--- config.mk ---
export PLATFORM = sky130hd
export DESIGN_NAME = c_comment_blanker
export DESIGN_NICKNAME = d
export VERILOG_FILES = /design/src/sv/ccb_pkg.sv /design/src/sv/ccb_front.sv /design/src/sv/ccb_queue.sv /design/src/sv/ccb_back.sv /design/src/sv/c_comment_blanker.sv
export VERILOG_INCLUDE_DIRS = /design/src /design/src/sv
export SDC_FILE = /design/constraint.sdc
export NUM_CORES = 1
export LEC_CHECK = 0
export ABC_AREA = 1
export BUFFER_PORTS_ARGS = -buffer_cell sky130_fd_sc_hd__buf_2
export CORE_MARGIN = 5
export CORE_UTILIZATION = 52
export DETAILED_ROUTE_END_ITERATION = 6
export PLACE_DENSITY = 0.86
export REMOVE_ABC_BUFFERS = 1
export SLEW_MARGIN = 10
export SYNTH_ARGS = -nofsm -noshare
export SYNTH_HDL_FRONTEND = slang
export SYNTH_SLANG_ARGS = --single-unit
--- constraint.sdc ---
create_clock -name clk_i -period 2.3 [get_ports clk_i]
set_input_delay 0.46 -clock clk_i [delete_from_list [all_inputs] [get_ports clk_i]]
set_output_delay 0.46 -clock clk_i [all_outputs]
set_load 0.02 [all_outputs]
--- src/sv/c_comment_blanker_defines.svh ---
// assertion macros for the comment blanker, clocked on clk_i with rst_ni held off
`ifndef C_COMMENT_BLANKER_DEFINES_SVH
`define C_COMMENT_BLANKER_DEFINES_SVH

`ifndef SYNTHESIS
`define CCB_ASSERT_SAME(lbl, ante, cons) \
  lbl: assert property (@(posedge clk_i) disable iff (!rst_ni) (ante) |-> (cons)) \
    else $error("ccb assertion failed");
`define CCB_ASSERT_NEXT(lbl, ante, cons) \
  lbl: assert property (@(posedge clk_i) disable iff (!rst_ni) (ante) |=> (cons)) \
    else $error("ccb assertion failed");
`else
`define CCB_ASSERT_SAME(lbl, ante, cons)
`define CCB_ASSERT_NEXT(lbl, ante, cons)
`endif

`endif

--- src/sv/ccb_pkg.sv ---
`default_nettype none
package ccb_pkg;

  localparam logic [7:0] CH_SLASH = 8'h2F;
  localparam logic [7:0] CH_STAR  = 8'h2A;
  localparam logic [7:0] CH_NL    = 8'h0A;
  localparam logic [7:0] CH_SPACE = 8'h20;

  typedef enum logic [2:0] {
    MODE_NORMAL     = 3'd0,
    MODE_SLASH_HELD = 3'd1,
    MODE_LINE       = 3'd2,
    MODE_BLOCK      = 3'd3,
    MODE_STAR_HELD  = 3'd4
  } scan_mode_e;

  // one classified input transaction: one or two output bytes
  typedef struct packed {
    logic       two;
    logic [7:0] b0;
    logic [7:0] b1;
    logic       last;
    logic       err;
  } ccb_entry_t;

  typedef struct packed {
    logic full;
    logic empty;
  } ccb_queue_status_t;

endpackage
`default_nettype wire

--- src/sv/ccb_front.sv ---
`default_nettype none
module ccb_front import ccb_pkg::*; (
  input  wire logic              clk_i,
  input  wire logic              rst_ni,
  input  wire logic              valid_i,
  output logic                   ready_o,
  input  wire logic [7:0]        byte_i,
  input  wire logic              last_i,
  input  wire ccb_queue_status_t q_status_i,
  output logic                   push_o,
  output ccb_entry_t             entry_o
);

  scan_mode_e mode_q, mode_d;
  logic [1:0] n;
  logic [7:0] b0, b1;
  logic       err;
  logic       accept;
  logic       is_nl;

  assign ready_o = !q_status_i.full;
  assign accept  = valid_i && ready_o;
  assign is_nl   = (byte_i == CH_NL);

  always_ff @(posedge clk_i or negedge rst_ni) begin
    if (!rst_ni) begin
      mode_q <= MODE_NORMAL;
    end else if (accept) begin
      mode_q <= mode_d;
    end
  end

  always_comb begin
    mode_d = mode_q;
    n      = 2'd0;
    b0     = CH_SPACE;
    b1     = CH_SPACE;
    err    = 1'b0;
    unique case (mode_q)
      MODE_SLASH_HELD: begin
        n = 2'd2;
        if (byte_i == CH_SLASH) begin
          mode_d = MODE_LINE;
        end else if (byte_i == CH_STAR) begin
          mode_d = MODE_BLOCK;
        end else begin
          // held slash was plain text
          b0     = CH_SLASH;
          b1     = byte_i;
          mode_d = MODE_NORMAL;
        end
      end
      MODE_LINE: begin
        n = 2'd1;
        if (is_nl) begin
          b0     = CH_NL;
          mode_d = MODE_NORMAL;
        end
      end
      MODE_BLOCK: begin
        if (byte_i == CH_STAR) begin
          mode_d = MODE_STAR_HELD;
        end else begin
          n  = 2'd1;
          b0 = is_nl ? CH_NL : CH_SPACE;
        end
      end
      MODE_STAR_HELD: begin
        if (byte_i == CH_SLASH) begin
          n      = 2'd2;
          mode_d = MODE_NORMAL;
        end else if (byte_i == CH_STAR) begin
          n = 2'd1;
        end else begin
          n      = 2'd2;
          b1     = is_nl ? CH_NL : CH_SPACE;
          mode_d = MODE_BLOCK;
        end
      end
      default: begin
        if (byte_i == CH_SLASH) begin
          mode_d = MODE_SLASH_HELD;
        end else begin
          n      = 2'd1;
          b0     = byte_i;
          mode_d = MODE_NORMAL;
        end
      end
    endcase

    if (last_i) begin
      err = (mode_d == MODE_BLOCK) || (mode_d == MODE_STAR_HELD);
      // flush whatever is still held
      if (mode_d == MODE_SLASH_HELD || mode_d == MODE_STAR_HELD) begin
        if (n == 2'd0) begin
          b0 = (mode_d == MODE_SLASH_HELD) ? CH_SLASH : CH_SPACE;
          n  = 2'd1;
        end else begin
          b1 = (mode_d == MODE_SLASH_HELD) ? CH_SLASH : CH_SPACE;
          n  = 2'd2;
        end
      end
      mode_d = MODE_NORMAL;
    end
  end

  assign push_o     = accept && (n != 2'd0);
  assign entry_o.two  = n[1];
  assign entry_o.b0   = b0;
  assign entry_o.b1   = b1;
  assign entry_o.last = last_i;
  assign entry_o.err  = err;

endmodule
`default_nettype wire

--- src/sv/ccb_queue.sv ---
`default_nettype none
module ccb_queue import ccb_pkg::*; (
  input  wire logic        clk_i,
  input  wire logic        rst_ni,
  input  wire logic        push_i,
  input  wire ccb_entry_t  entry_i,
  input  wire logic        pop_i,
  output ccb_entry_t       head_o,
  output ccb_queue_status_t status_o
);

  ccb_entry_t slot_q [2];
  logic       wr_q, rd_q;
  logic [1:0] cnt_q;
  logic       do_push, do_pop;

  assign status_o.full  = (cnt_q == 2'd2);
  assign status_o.empty = (cnt_q == 2'd0);
  assign do_push = push_i && !status_o.full;
  assign do_pop  = pop_i && !status_o.empty;
  assign head_o  = slot_q[rd_q];

  always_ff @(posedge clk_i) begin
    if (do_push) begin
      slot_q[wr_q] <= entry_i;
    end
  end

  always_ff @(posedge clk_i or negedge rst_ni) begin
    if (!rst_ni) begin
      wr_q  <= 1'b0;
      rd_q  <= 1'b0;
      cnt_q <= 2'd0;
    end else begin
      if (do_push) begin
        wr_q <= !wr_q;
      end
      if (do_pop) begin
        rd_q <= !rd_q;
      end
      if (do_push && !do_pop) begin
        cnt_q <= cnt_q + 2'd1;
      end else if (do_pop && !do_push) begin
        cnt_q <= cnt_q - 2'd1;
      end
    end
  end

endmodule
`default_nettype wire

--- src/sv/ccb_back.sv ---
`default_nettype none
module ccb_back import ccb_pkg::*; (
  input  wire logic              clk_i,
  input  wire logic              rst_ni,
  input  wire ccb_entry_t        head_i,
  input  wire ccb_queue_status_t q_status_i,
  output logic                   pop_o,
  output logic                   valid_o,
  input  wire logic              ready_i,
  output logic [7:0]             byte_o,
  output logic                   last_o,
  output logic                   err_o
);

  logic       valid_q, valid_d;
  logic       sel_q, sel_d;
  logic [7:0] byte_q, byte_d;
  logic       last_q, last_d;
  logic       err_q, err_d;
  logic       load;
  logic       fin;

  // output register may be refilled when empty or being taken
  assign load = !valid_q || ready_i;
  assign fin  = !head_i.two || sel_q;

  always_comb begin
    valid_d = valid_q;
    sel_d   = sel_q;
    byte_d  = byte_q;
    last_d  = last_q;
    err_d   = err_q;
    pop_o   = 1'b0;
    if (load) begin
      valid_d = !q_status_i.empty;
      if (!q_status_i.empty) begin
        byte_d = sel_q ? head_i.b1 : head_i.b0;
        last_d = fin && head_i.last;
        err_d  = fin && head_i.err;
        pop_o  = fin;
        sel_d  = !fin;
      end
    end
  end

  always_ff @(posedge clk_i or negedge rst_ni) begin
    if (!rst_ni) begin
      valid_q <= 1'b0;
      sel_q   <= 1'b0;
    end else begin
      valid_q <= valid_d;
      sel_q   <= sel_d;
    end
  end

  always_ff @(posedge clk_i) begin
    byte_q <= byte_d;
    last_q <= last_d;
    err_q  <= err_d;
  end

  assign valid_o = valid_q;
  assign byte_o  = byte_q;
  assign last_o  = last_q;
  assign err_o   = err_q;

endmodule
`default_nettype wire

--- src/sv/c_comment_blanker.sv ---
// Streaming C/C++ comment blanker. Source text enters one byte per transaction with
// tlast on the final byte; the output is a copy of the same length in which comment
// markers and comment bodies are spaces and newlines inside comments are kept. A held
// slash or star costs no output until the following byte settles it, so one input
// byte gives zero, one or two output bytes. The front classifies a byte in the cycle
// it is accepted and takes one byte every cycle while the queue has room; a two-entry
// queue feeds the back, which drives one output byte per cycle from a registered
// output stage while the sink is ready. Throughput is set by the single-byte output
// port: bytes that start or end a marker, or that release a held character, give two
// output bytes. On the final output byte tuser flags a block comment left open; the
// whole stream should then be discarded. No clearing pass is needed after reset.
`default_nettype none
`include "c_comment_blanker_defines.svh"
module c_comment_blanker import ccb_pkg::*; (
  input  wire logic       clk_i,
  input  wire logic       rst_ni,
  input  wire logic       s_axis_tvalid_i,
  output logic            s_axis_tready_o,
  input  wire logic [7:0] s_axis_tdata_i,   // [7:0] in_byte
  input  wire logic       s_axis_tlast_i,   // in_last
  output logic            m_axis_tvalid_o,
  input  wire logic       m_axis_tready_i,
  output logic [7:0]      m_axis_tdata_o,   // [7:0] out_byte
  output logic            m_axis_tlast_o,   // out_last
  output logic            m_axis_tuser_o    // [0] unterminated_error
);

  ccb_entry_t        push_entry;
  ccb_entry_t        head_entry;
  ccb_queue_status_t q_status;
  logic              push;
  logic              pop;

  ccb_front u_front (
    .clk_i      (clk_i),
    .rst_ni     (rst_ni),
    .valid_i    (s_axis_tvalid_i),
    .ready_o    (s_axis_tready_o),
    .byte_i     (s_axis_tdata_i),
    .last_i     (s_axis_tlast_i),
    .q_status_i (q_status),
    .push_o     (push),
    .entry_o    (push_entry)
  );

  ccb_queue u_queue (
    .clk_i    (clk_i),
    .rst_ni   (rst_ni),
    .push_i   (push),
    .entry_i  (push_entry),
    .pop_i    (pop),
    .head_o   (head_entry),
    .status_o (q_status)
  );

  ccb_back u_back (
    .clk_i      (clk_i),
    .rst_ni     (rst_ni),
    .head_i     (head_entry),
    .q_status_i (q_status),
    .pop_o      (pop),
    .valid_o    (m_axis_tvalid_o),
    .ready_i    (m_axis_tready_i),
    .byte_o     (m_axis_tdata_o),
    .last_o     (m_axis_tlast_o),
    .err_o      (m_axis_tuser_o)
  );

  // error flag only rides on the final byte of a stream
  `CCB_ASSERT_SAME(a_err_only_on_last, m_axis_tvalid_o && m_axis_tuser_o, m_axis_tlast_o)
  // an open block comment ends with blanked content only
  `CCB_ASSERT_SAME(a_err_byte_blank, m_axis_tvalid_o && m_axis_tuser_o,
                   m_axis_tdata_o == CH_SPACE || m_axis_tdata_o == CH_NL)
  `CCB_ASSERT_NEXT(a_push_fills_queue, push && !pop, !q_status.empty)

endmodule
`default_nettype wire
== Word level (Yosys, flattened, before mapping) ==
Memory sizes are Yosys's and may differ from the RTL's.
Index checks and enable logic that the tools add are counted.
Cells by class
  add/subtract/negate cells: 2
  equality and inequality tests: 11
  reduce and logical (&&, ||, !) cells: 26
  multiplexer cells: 42
  bitwise gates (word level): 1
Operator list (number)
  8-bit 2-to-1 mux: 13
  8-bit one-hot mux with 4 select lines: 1
  3-bit 2-to-1 mux: 6
  8-bit by 6-bit equality test with 1-bit output, second input constant: 2
  2-bit 2-to-1 mux: 8
  8-bit one-hot mux with 2 select lines: 1
  3-bit one-hot mux with 4 select lines: 1
  3-bit by 2-bit equality test with 1-bit output, second input constant: 3
  1-bit logical NOT: 9
  8-bit by 4-bit equality test with 1-bit output, second input constant: 1
  1-bit logical AND: 8
  1-bit 2-to-1 mux: 8
  4-bit 2-to-1 mux: 2
  2-bit one-hot mux with 4 select lines: 1
  3-bit by 1-bit equality test with 1-bit output, second input constant: 2
  3-bit equality test, second input constant: 2
  6-bit 2-to-1 mux: 1
  2-bit logical NOT: 2
  1-bit logical OR: 4
  2-bit nonzero test: 2
  2-bit by 1-bit adder with 2-bit output, second input constant: 1
  2-bit equality test, second input constant: 1
  2-bit AND reduction: 1
  2-bit by 1-bit subtractor with 2-bit output, second input constant: 1
  1-bit NOT: 1
Word-level totals
  memories kept: 1
  logic and storage cells: 92
  output and inout bits: 12
  bits in writable memories: 38
  flip-flop bits (word level): 19
Memories
  u_queue.slot_q: depth 2, width 19, rd ports 1, clocked after memory_dff 0, wr ports 1, line ccb_queue.sv:12  | ccb_entry_t slot_q [2];

== Longest topological paths before layout ==
Gate-level depths: netlist of run 1.
  depth after elaboration: 15
  mapped depth: 14

== By module ==
Synthesis of run 1 repeated with hierarchy kept, for this count alone.
Second synthesis, totals
  cell total of the unflattened synthesis: 302
  area, all modules: 2770.2 µm²
By module, submodules not included
  ccb_queue: instances 1, cells an instance 131, sequential area each 1241.2 µm², area an instance 1609.0 µm²
  ccb_front: instances 1, cells an instance 117, sequential area each 75.1 µm², area an instance 615.6 µm²
  ccb_back: instances 1, cells an instance 54, sequential area each 350.3 µm², area an instance 545.5 µm²

== Least setup slack after synthesis of run 1 ==
Ideal clock, no wire load.
  kind: input to register
  start: in s_axis_tdata_i[6]
  end: mem u_queue.slot_q[1][0] (netlist bit), enable pin
  library setup time: 0.395 ns
  cell stages on the path: 9
  required time: 1.905 ns
  path slack: -0.008 ns
  data arrival time: 1.913 ns
  cells stage by stage: inv_1 -> nand2_2 -> nor2_4 -> nand3_1 -> nand4_1 -> nand2_1 -> nand4_2 -> nand2_2 -> nor2_1
Between the ends
  longest elaborated chain between the ends: 13
Ends and longest elaborated chain
  from (decl): line c_comment_blanker.sv:19  | input wire logic [7:0] s_axis_tdata_i,
  8-bit by 6-bit equality test with 1-bit output: line ccb_front.sv:44, ccb_front.sv:61, ccb_front.sv:72
  3-bit 2-to-1 mux (tied with other cells): line ccb_front.sv:72  | end else if (byte_i == CH_STAR) begin
  3-bit 2-to-1 mux (tied with other cells): line ccb_front.sv:69  | if (byte_i == CH_SLASH) begin
  3-bit one-hot mux with 4 select lines / 2-bit one-hot mux with 4 select lines (equally long branches): line ccb_front.sv:39  | unique case (mode_q)
  3-bit by 1-bit equality test with 1-bit output (tied with other cells): line ccb_front.sv:94  | if (mode_d == MODE_SLASH_HELD || mode_d == MODE_STAR_HELD) begin
  1-bit logical OR / 2-bit 2-to-1 mux (equally long branches): line ccb_front.sv:94, ccb_front.sv:95
  2-bit 2-to-1 mux: line ccb_front.sv:94
  2-bit 2-to-1 mux (*): line ccb_front.sv:91  | if (last_i) begin
  2-bit nonzero test (*): line ccb_front.sv:107  | assign push_o = accept && (n != 2'd0);
  1-bit logical AND (*): line ccb_front.sv:107
  1-bit logical AND (*): line ccb_queue.sv:19  | assign do_push = push_i && !status_o.full;
  1-bit 2-to-1 mux (*): line ccb_queue.sv:24  | if (do_push) begin
  1-bit 2-to-1 mux (not written as such) (*): line ccb_queue.sv:25  | slot_q[wr_q] <= entry_i;
  to (decl): line ccb_queue.sv:12
Every way passes the cells marked *; elsewhere a longest branch is shown, timed or not.

== Worst setup path in the final report of run 1 ==
  start: reg u_front.mode_q[1]
  end: reg u_queue.cnt_q[1]
Between the ends
  longest elaborated chain between the ends: 13
Ends and longest elaborated chain
  from (decl): line ccb_front.sv:14  | scan_mode_e mode_q, mode_d;
  from (signal assigned): line ccb_front.sv:29  | mode_q <= mode_d;
  3-bit 2-to-1 mux: line ccb_front.sv:72
  3-bit 2-to-1 mux: line ccb_front.sv:69
  3-bit one-hot mux with 4 select lines: line ccb_front.sv:39
  3-bit by 1-bit equality test with 1-bit output / 3-bit equality test (equally long branches): line ccb_front.sv:94
  1-bit logical OR: line ccb_front.sv:94
  2-bit 2-to-1 mux: line ccb_front.sv:94
  2-bit 2-to-1 mux (*): line ccb_front.sv:91
  2-bit nonzero test (*): line ccb_front.sv:107
  1-bit logical AND (*): line ccb_front.sv:107
  1-bit logical AND (*): line ccb_queue.sv:19
  net u_queue.do_push: line ccb_queue.sv:15  | logic do_push, do_pop;
  1-bit logical NOT: line ccb_queue.sv:43  | end else if (do_pop && !do_push) begin
  1-bit logical AND: line ccb_queue.sv:43
  2-bit nonzero test (no source line)
  to (signal assigned): line ccb_queue.sv:42  | cnt_q <= cnt_q + 2'd1;
  to (signal assigned): line ccb_queue.sv:44  | cnt_q <= cnt_q - 2'd1;
  to (decl): line ccb_queue.sv:14  | logic [1:0] cnt_q;
The timed path passes the listed nets; every way through them passes the cells marked *.
A chain may end at the register's enable or synchronous reset.

==> out/metrics.yaml, run 1 <==
route:
  ant_nets: 0
  wire_per_inst_um: 15.14
  drt-initial-drc-count: 197
  drt_first_pass_iters: 4
  drc: 0
  avgViaCountPerCell: 5.328
  vias: 1838
  wirelength_um: 5222
pwr:
  vdd_drop_max_v: 0.0009125
  pwr-share-seq: 0.444
  p_int_mw: 2.501
  leakagePower_nw: 1.249
  pwr-share-comb: 0.296
  p_sw_frac: 0.3334
  pwr-share-clk: 0.261
  powerDensity_nw_per_um2: 1238
  power.net_switching_mw: 1.251
grt:
  grt_pass1_wl_um: 8583
  grt_max_degree: 20
  grt_usage: 0.1811
  grt_pass1_vias: 1813
  antenna_found_initial: 0
  globalRouteOverflowTotal: 0
place:
  dp_hpwl_um: 3614
  dp.cells: 328
  post-place-ws_ps: 1.341
  place_area_um2: 2813
  routabilityCongestion: 0.9162
  io_buffers: 24
sta:
  maxSlewHeadroom: 0.7610
  rsz0062_at_grt: "false"
  clock.fmax_mhz: 477.0
  period_share: 0.9115
  timing.final.ws_setup_ps: 203.4
  setup_viol: 0
  post-route-min-period_ps: 2097
  clock_skew_ps: 7.417
  hold_viol: 0
  worst_slew_pin_slew_ps: 358.5
  drv_slew: 0
  tns_ps: 0
clocking:
  cts_tree: "yes"
  clkSinkCount: 57
  clk-insertion-delay-late_ps: 330
  htreeDepth: 3
  max-clock-path-buffers: 2
  clockRootBuffer: "clkbuf_8"
  numCtsBuffers: 9
  path_clk_slew_ps: 60
  cts_setup_buffers: 0
cells_and_area:
  layout-drive-gt1-share: 0.2554
  diodes: 0
  nNetsFinal: 287
  area_growth_pct: 18.08
  final_cells: 345
  final_util: 0.6376
  design_area_um2: 3032
setup_path:
  end_kind: "register"
  critPathKind: "register to register"
  required_ps: 2510
  crit_fanout: 7
  crit_path_start_kind: "register"
  arrival_ps: 2310
  r2r_setup_slack_ps: 200
synthesis:
  synthFlopType: "edfxtp_1"
  seq_area_frac_synth: 0.6491
  syn_area_per_cell_um2: 10.93
  netlist-cell-type-count: 29
  netlist_instances: 235
  synth_edf_count: 48
  synthXorXnorAreaFrac: 0.01023
  synth-seq-cells: 57
  yosysWarningCount: 0
  muxShareOfSynthArea: 0
  syn_area_um2: 2567
  synth_adder_area_share: 0.004873
  synth-simple-area-share: 0.1832
  synth_compound_area_frac: 0.09649
  synthArstFlopShare: 0.1579
  synth_top_family_by_area: "simple AND/OR/NAND/NOR gates"
status:
  status: "completed"
floorplan:
  initial_core_util: 0.5400
  die_h_um: 80.27
  ioPinCount: 25
  row_count: 25
  die-area_um2: 6442
  fp.dieW_um: 80.27
  core_region_area_um2: 4755
flow_run:
  max_cap_viol_count: 0
hold_path:
  min_path_type: "primary input to register"
-- area by class of cell --
| cell class | instances | area, um2 |
|---|---|---|
| fillers | 364 | 1723 |
| flip-flops and latches | 57 | 1667 |
| multi-input cells | 140 | 757.0 |
| repair buffers | 31 | 187.7 |
| inverters | 34 | 127.6 |
| clock buffers | 9 | 123.9 |
| clock inverters | 7 | 85.08 |
| well taps | 67 | 83.83 |
-- repair_timing --
action	in CTS	in global routing
hold endpoints to repair	9	0
hold buffers	1	0
gates resized for setup	0	0
-- power by group through the flow --
stage | clock network, mW | logic, mW | registers (mW)
after detailed placement | 0 | 1.10 | 1.69
after CTS | 0.992 | 1.12 | 1.67
after floorplan | 0 | 0.561 | 1.80
after global placement | 0 | 1.06 | 1.66
final | 0.978 | 1.11 | 1.66
after global routing | 1.05 | 1.22 | 1.69
-- Yosys cell counts (2+ instances only) --
master,instances,area [um2]
nand3_1,7,35.03
nor3_1,2,10.01
a21oi_1,7,35.03
nand2_4,2,22.52
o221ai_1,2,17.52
nand2_1,26,97.59
nor2_1,36,135.1
dfrtp_1,9,225.2
o21ai_0,25,125.1
nand3_4,2,35.03
inv_1,24,90.09
nand2_2,6,37.54
nor2_2,2,12.51
nand4_1,3,18.77
inv_2,9,33.78
xnor2_1,2,17.52
o22ai_1,9,56.30
clkbuf_1,3,11.26
edfxtp_1,48,1441
nor2_4,2,22.52
-- layer usage --
metal	vias up	track usage	part of all wire
met5	-	0	0
met4	0	0.08784	0.019
met3	12	0.04821	0.054
met2	59	0.3137	0.53
met1	884	0.2058	0.40
li1	883	-	-
-- worst max-delay path: stages, from the launching register on --
cell	delay, ps
dfrtp_1	370
inv_2	110
nor2_2	60
inv_2	110
nand3_4	130
inv_2	110
nand2_4	70
nand2_1	80
nand4_2	90
nand2_2	100
inv_1	50
ha_1	310
a21oi_1	140
o21ai_0	120
xnor2_1	130
-- per-stage QoR --
step / hold WS [ps] / total power [mW]
finish: 324.5 / 3.752
global route: 339.8 / 3.960
CTS: 314.1 / 3.779
detailed placement: 321.4 / 2.789
global placement: 320.4 / 2.726
floorplan: 164.4 / 2.365
-- logic make-up (layout without fill, tap and decap cells) --
group	count (synthesis)	in the layout
fa+ha+maj	1	1
buf+inv	38	81
xor+xnor	3	3
simple gates	91	91
compound gates	45	45
flops	57	57
-- cell usage in the layout (no fill, tap or decap), types with 9 or more instances in the layout --
cell      count
dfrtp_1       9
inv_1        24
nand2_1      26
nor2_1       36
clkbuf_8      9
inv_2         9
o21ai_0      25
edfxtp_1     48
buf_2        24
o22ai_1       9
-- flip-flops by register name (all words and copies together) (netlist names) --
register	count
u_back.last_o	1
u_queue.wr_q	1
u_back.sel_q	1
u_back.byte_o	8
u_queue.cnt_q	2
u_front.mode_q	3
u_queue.slot_q	38
u_back.err_o	1
u_queue.rd_q	1
u_back.valid_o	1
-- path summary, 6_finish.rpt --
path | startpoint | end | depth (start not counted)
setup / recovery | u_front.mode_q[1] | u_queue.cnt_q[1] | 14
hold / removal | m_axis_tready_i | u_back.valid_o | 2
setup reg to reg | u_front.mode_q[1] | u_queue.cnt_q[1] | 14
hold reg to reg | u_queue.cnt_q[1] | u_queue.cnt_q[1] | 1
max in group asynchronous | rst_ni | u_front.mode_q[2] | 2
min in group asynchronous | rst_ni | u_queue.rd_q | 2
Note: power is estimated with default switching activity, not from simulation.
==> run 2, diff against run 1 <==
--- a/config.mk
+++ b/config.mk
@@ -9,9 +9,9 @@
 export ABC_AREA = 1
 export BUFFER_PORTS_ARGS = -buffer_cell sky130_fd_sc_hd__buf_2
 export CORE_MARGIN = 5
-export CORE_UTILIZATION = 52
+export CORE_UTILIZATION = 40
 export DETAILED_ROUTE_END_ITERATION = 6
-export PLACE_DENSITY = 0.86
+export PLACE_DENSITY = 0.72
 export REMOVE_ABC_BUFFERS = 1
 export SLEW_MARGIN = 10
 export SYNTH_ARGS = -nofsm -noshare
==> out/metrics.yaml, run 2 (synthesis gave the netlist of run 1 again) <==
pwr:
  vdd_drop_max_v: 0.0006505  # -29%
  pwr-share-seq: 0.447  # +0.003
  p_sw_frac: 0.3374  # +0.004047
  pwr-share-comb: 0.312  # +0.016
  p_int_mw: 2.404  # -3.9%
  pwr-share-clk: 0.241  # -0.020
  power.net_switching_mw: 1.224  # -2.1%
  leakagePower_nw: 1.246  # -0.23%
  powerDensity_nw_per_um2: 1198  # -3.2%
cells_and_area:
  final_cell_mix: "edfxtp_1, nor2_1, nand2_1"
  largest_register: "u_queue.slot_q"
  diodes: 0  # unchanged
  mostFrequentLayoutCell: "edfxtp_1"
  design_area_um2: 3028  # -0.12%
  layout-drive-gt1-share: 0.2616  # +0.006253
  final_util: 0.4796  # -0.1580
  largest_reg_flops: 38  # unchanged
  area_growth_pct: 17.93
  nNetsFinal: 288  # +0.35%
setup_path:
  crit_top_cell: "inv_2"
  end_kind: "register"
  cp_cell_sequence: "inv_2 > nor2_2 > inv_2 > nand3_4 > inv_2 > nand2_4 > nand2_1 > nand4_2 > nand2_2 > inv_1 > ha_1 > a21oi_1 > o21ai_0 > xnor2_1"
  slowest_delay_ps: 380  # about the same
  required_ps: 2520  # about the same
  arrival_ps: 2280  # -30 ps
  crit_fanout: 7  # unchanged
  crit_slowest_cell: "dfrtp_1"
  critPathKind: "register to register"
  crit_path_start_kind: "register"
route:
  met1_length_um: 2185  # +4.9%
  vias: 1782  # -3.0%
  routed.top_layer: "met4"
  drt_first_pass_iters: 4  # unchanged
  dr_wl_met2_um: 2261  # -18%
  wl_met3_um: 261  # -8.1%
  drt-initial-drc-count: 143  # -27%
  wirelength_um: 4844  # -7.2%
  avgViaCountPerCell: 5.006  # -6.0%
  ant_nets: 0  # unchanged
  drc: 0  # unchanged
  wire_per_inst_um: 13.61  # -10%
clocking:
  cts_tree: "yes"
  path_clk_slew_ps: 60  # about the same
  clk-insertion-delay-late_ps: 330  # about the same
  max-clock-path-buffers: 2  # unchanged
  cts_setup_buffers: 0  # unchanged
  numCtsBuffers: 9  # unchanged
  holdBufCountCts: 1  # unchanged
  clkSinkCount: 57  # unchanged
  htreeDepth: 3  # unchanged
  cts_resized: 0  # unchanged
  clockRootBuffer: "clkbuf_8"
sta:
  setup_viol: 0  # unchanged
  timing.final.ws_setup_ps: 233.0  # +29.50 ps
  clock.fmax_mhz: 483.8  # +1.4%
  worst_slew_pin_slew_ps: 307.7  # -50.88 ps
  hold_viol: 0  # unchanged
  post-route-min-period_ps: 2067  # -29.50 ps
  drv_slew: 0  # unchanged
  maxSlewHeadroom: 0.7947  # +0.03369
  tns_ps: 0  # unchanged
  period_share: 0.8987  # -0.01283
  clock_skew_ps: 5.360  # -2.057 ps
  rsz0062_at_grt: "false"
place:
  post-place-ws_ps: 3.996  # +2.655 ps
  dp_hpwl_um: 3421  # -5.4%
  routabilityCongestion: 0.8850  # -3.4%
  io_buffers: 24  # unchanged
  place_area_um2: 2833  # +0.71%
floorplan:
  core_region_area_um2: 6314  # +33%
  fp.dieW_um: 90.12  # +12%
  die_h_um: 90.12  # +12%
  ioPinCount: 25  # unchanged
  initial_core_util: 0.4067  # -0.1333
  row_count: 29  # +16%
  die-area_um2: 8121  # +26%
grt:
  antenna_found_initial: 0  # unchanged
  grt_pass1_wl_um: 8183  # -4.7%
  grt_pass1_vias: 1765  # -2.6%
  grt_usage: 0.1281  # -0.05298
  grt_max_degree: 20  # unchanged
  globalRouteOverflowTotal: 0  # unchanged
hold_path:
  min_path_type: "primary input to register"
status:
  status: "completed"
flow_run:
  max_cap_viol_count: 0  # unchanged
## run 2: cell count changes in the layout (fill, tap and decap cells not counted), sizes merged
cell	change
clkinv	+1
buf	+1
bufinv	-1
## run 2: stage by stage
step | hold WS (ps) | instances | power [mW]
4_1_cts | 324.1 | 356 | 3.678
6_report | 336.1 | 356 | 3.628
2_1_floorplan | 164.4 | 231 | 2.365
3_5_place_dp | 325.1 | 339 | 2.802
5_1_grt | 346.4 | 356 | 3.875
3_3_place_gp | 320.1 | 339 | 2.763
## run 2: path summary, 6_finish.rpt
path | end | slack, ps | from | cells past startpoint
worst max-delay path | u_queue.cnt_q[1] | 230 | u_front.mode_q[1] | 14
worst min register to register | u_queue.wr_q | 480 | u_queue.wr_q | 2
min in group asynchronous | u_front.mode_q[2] | 500 | rst_ni | 2
worst max register to register | u_queue.cnt_q[1] | 230 | u_front.mode_q[1] | 14
worst min-delay path | u_back.valid_o | 340 | m_axis_tready_i | 2
max in group asynchronous | u_front.mode_q[0] | 1620 | rst_ni | 2
## run 2: final cells by class
cell class,count,area [um2]
fillers,599,3286
flip-flops and latches,57,1667
multi-input cells,140,757.0
repair buffers,32,195.2
inverters,34,127.6
clock buffers,9,123.9
well taps,77,96.34
clock inverters,7,61.31
## run 2: power by group through the flow
stage,registers (mW),clock network [mW],logic [mW]
floorplan,1.80,0,0.561
global placement,1.64,0,1.13
CTS,1.63,0.895,1.16
finish,1.62,0.875,1.13
global route,1.66,0.953,1.27
detailed placement,1.64,0,1.16
## run 2: critical path: cells and delay by family (launching register included)
kind	cells	cell delay (ps)
AND/OR/NAND/NOR	6	520
flip-flops	1	380
buffers and inverters	4	380
adder cells (fa/ha/maj)	1	290
AO/OA/AOI/OAI	2	240
XOR/XNOR	1	130
## run 2: layer usage
metal  vias up  track usage
li1        884            -
met1       835       0.1544
met2        50       0.2061
met3        13      0.03506
met4         0      0.07196
met5         -            0
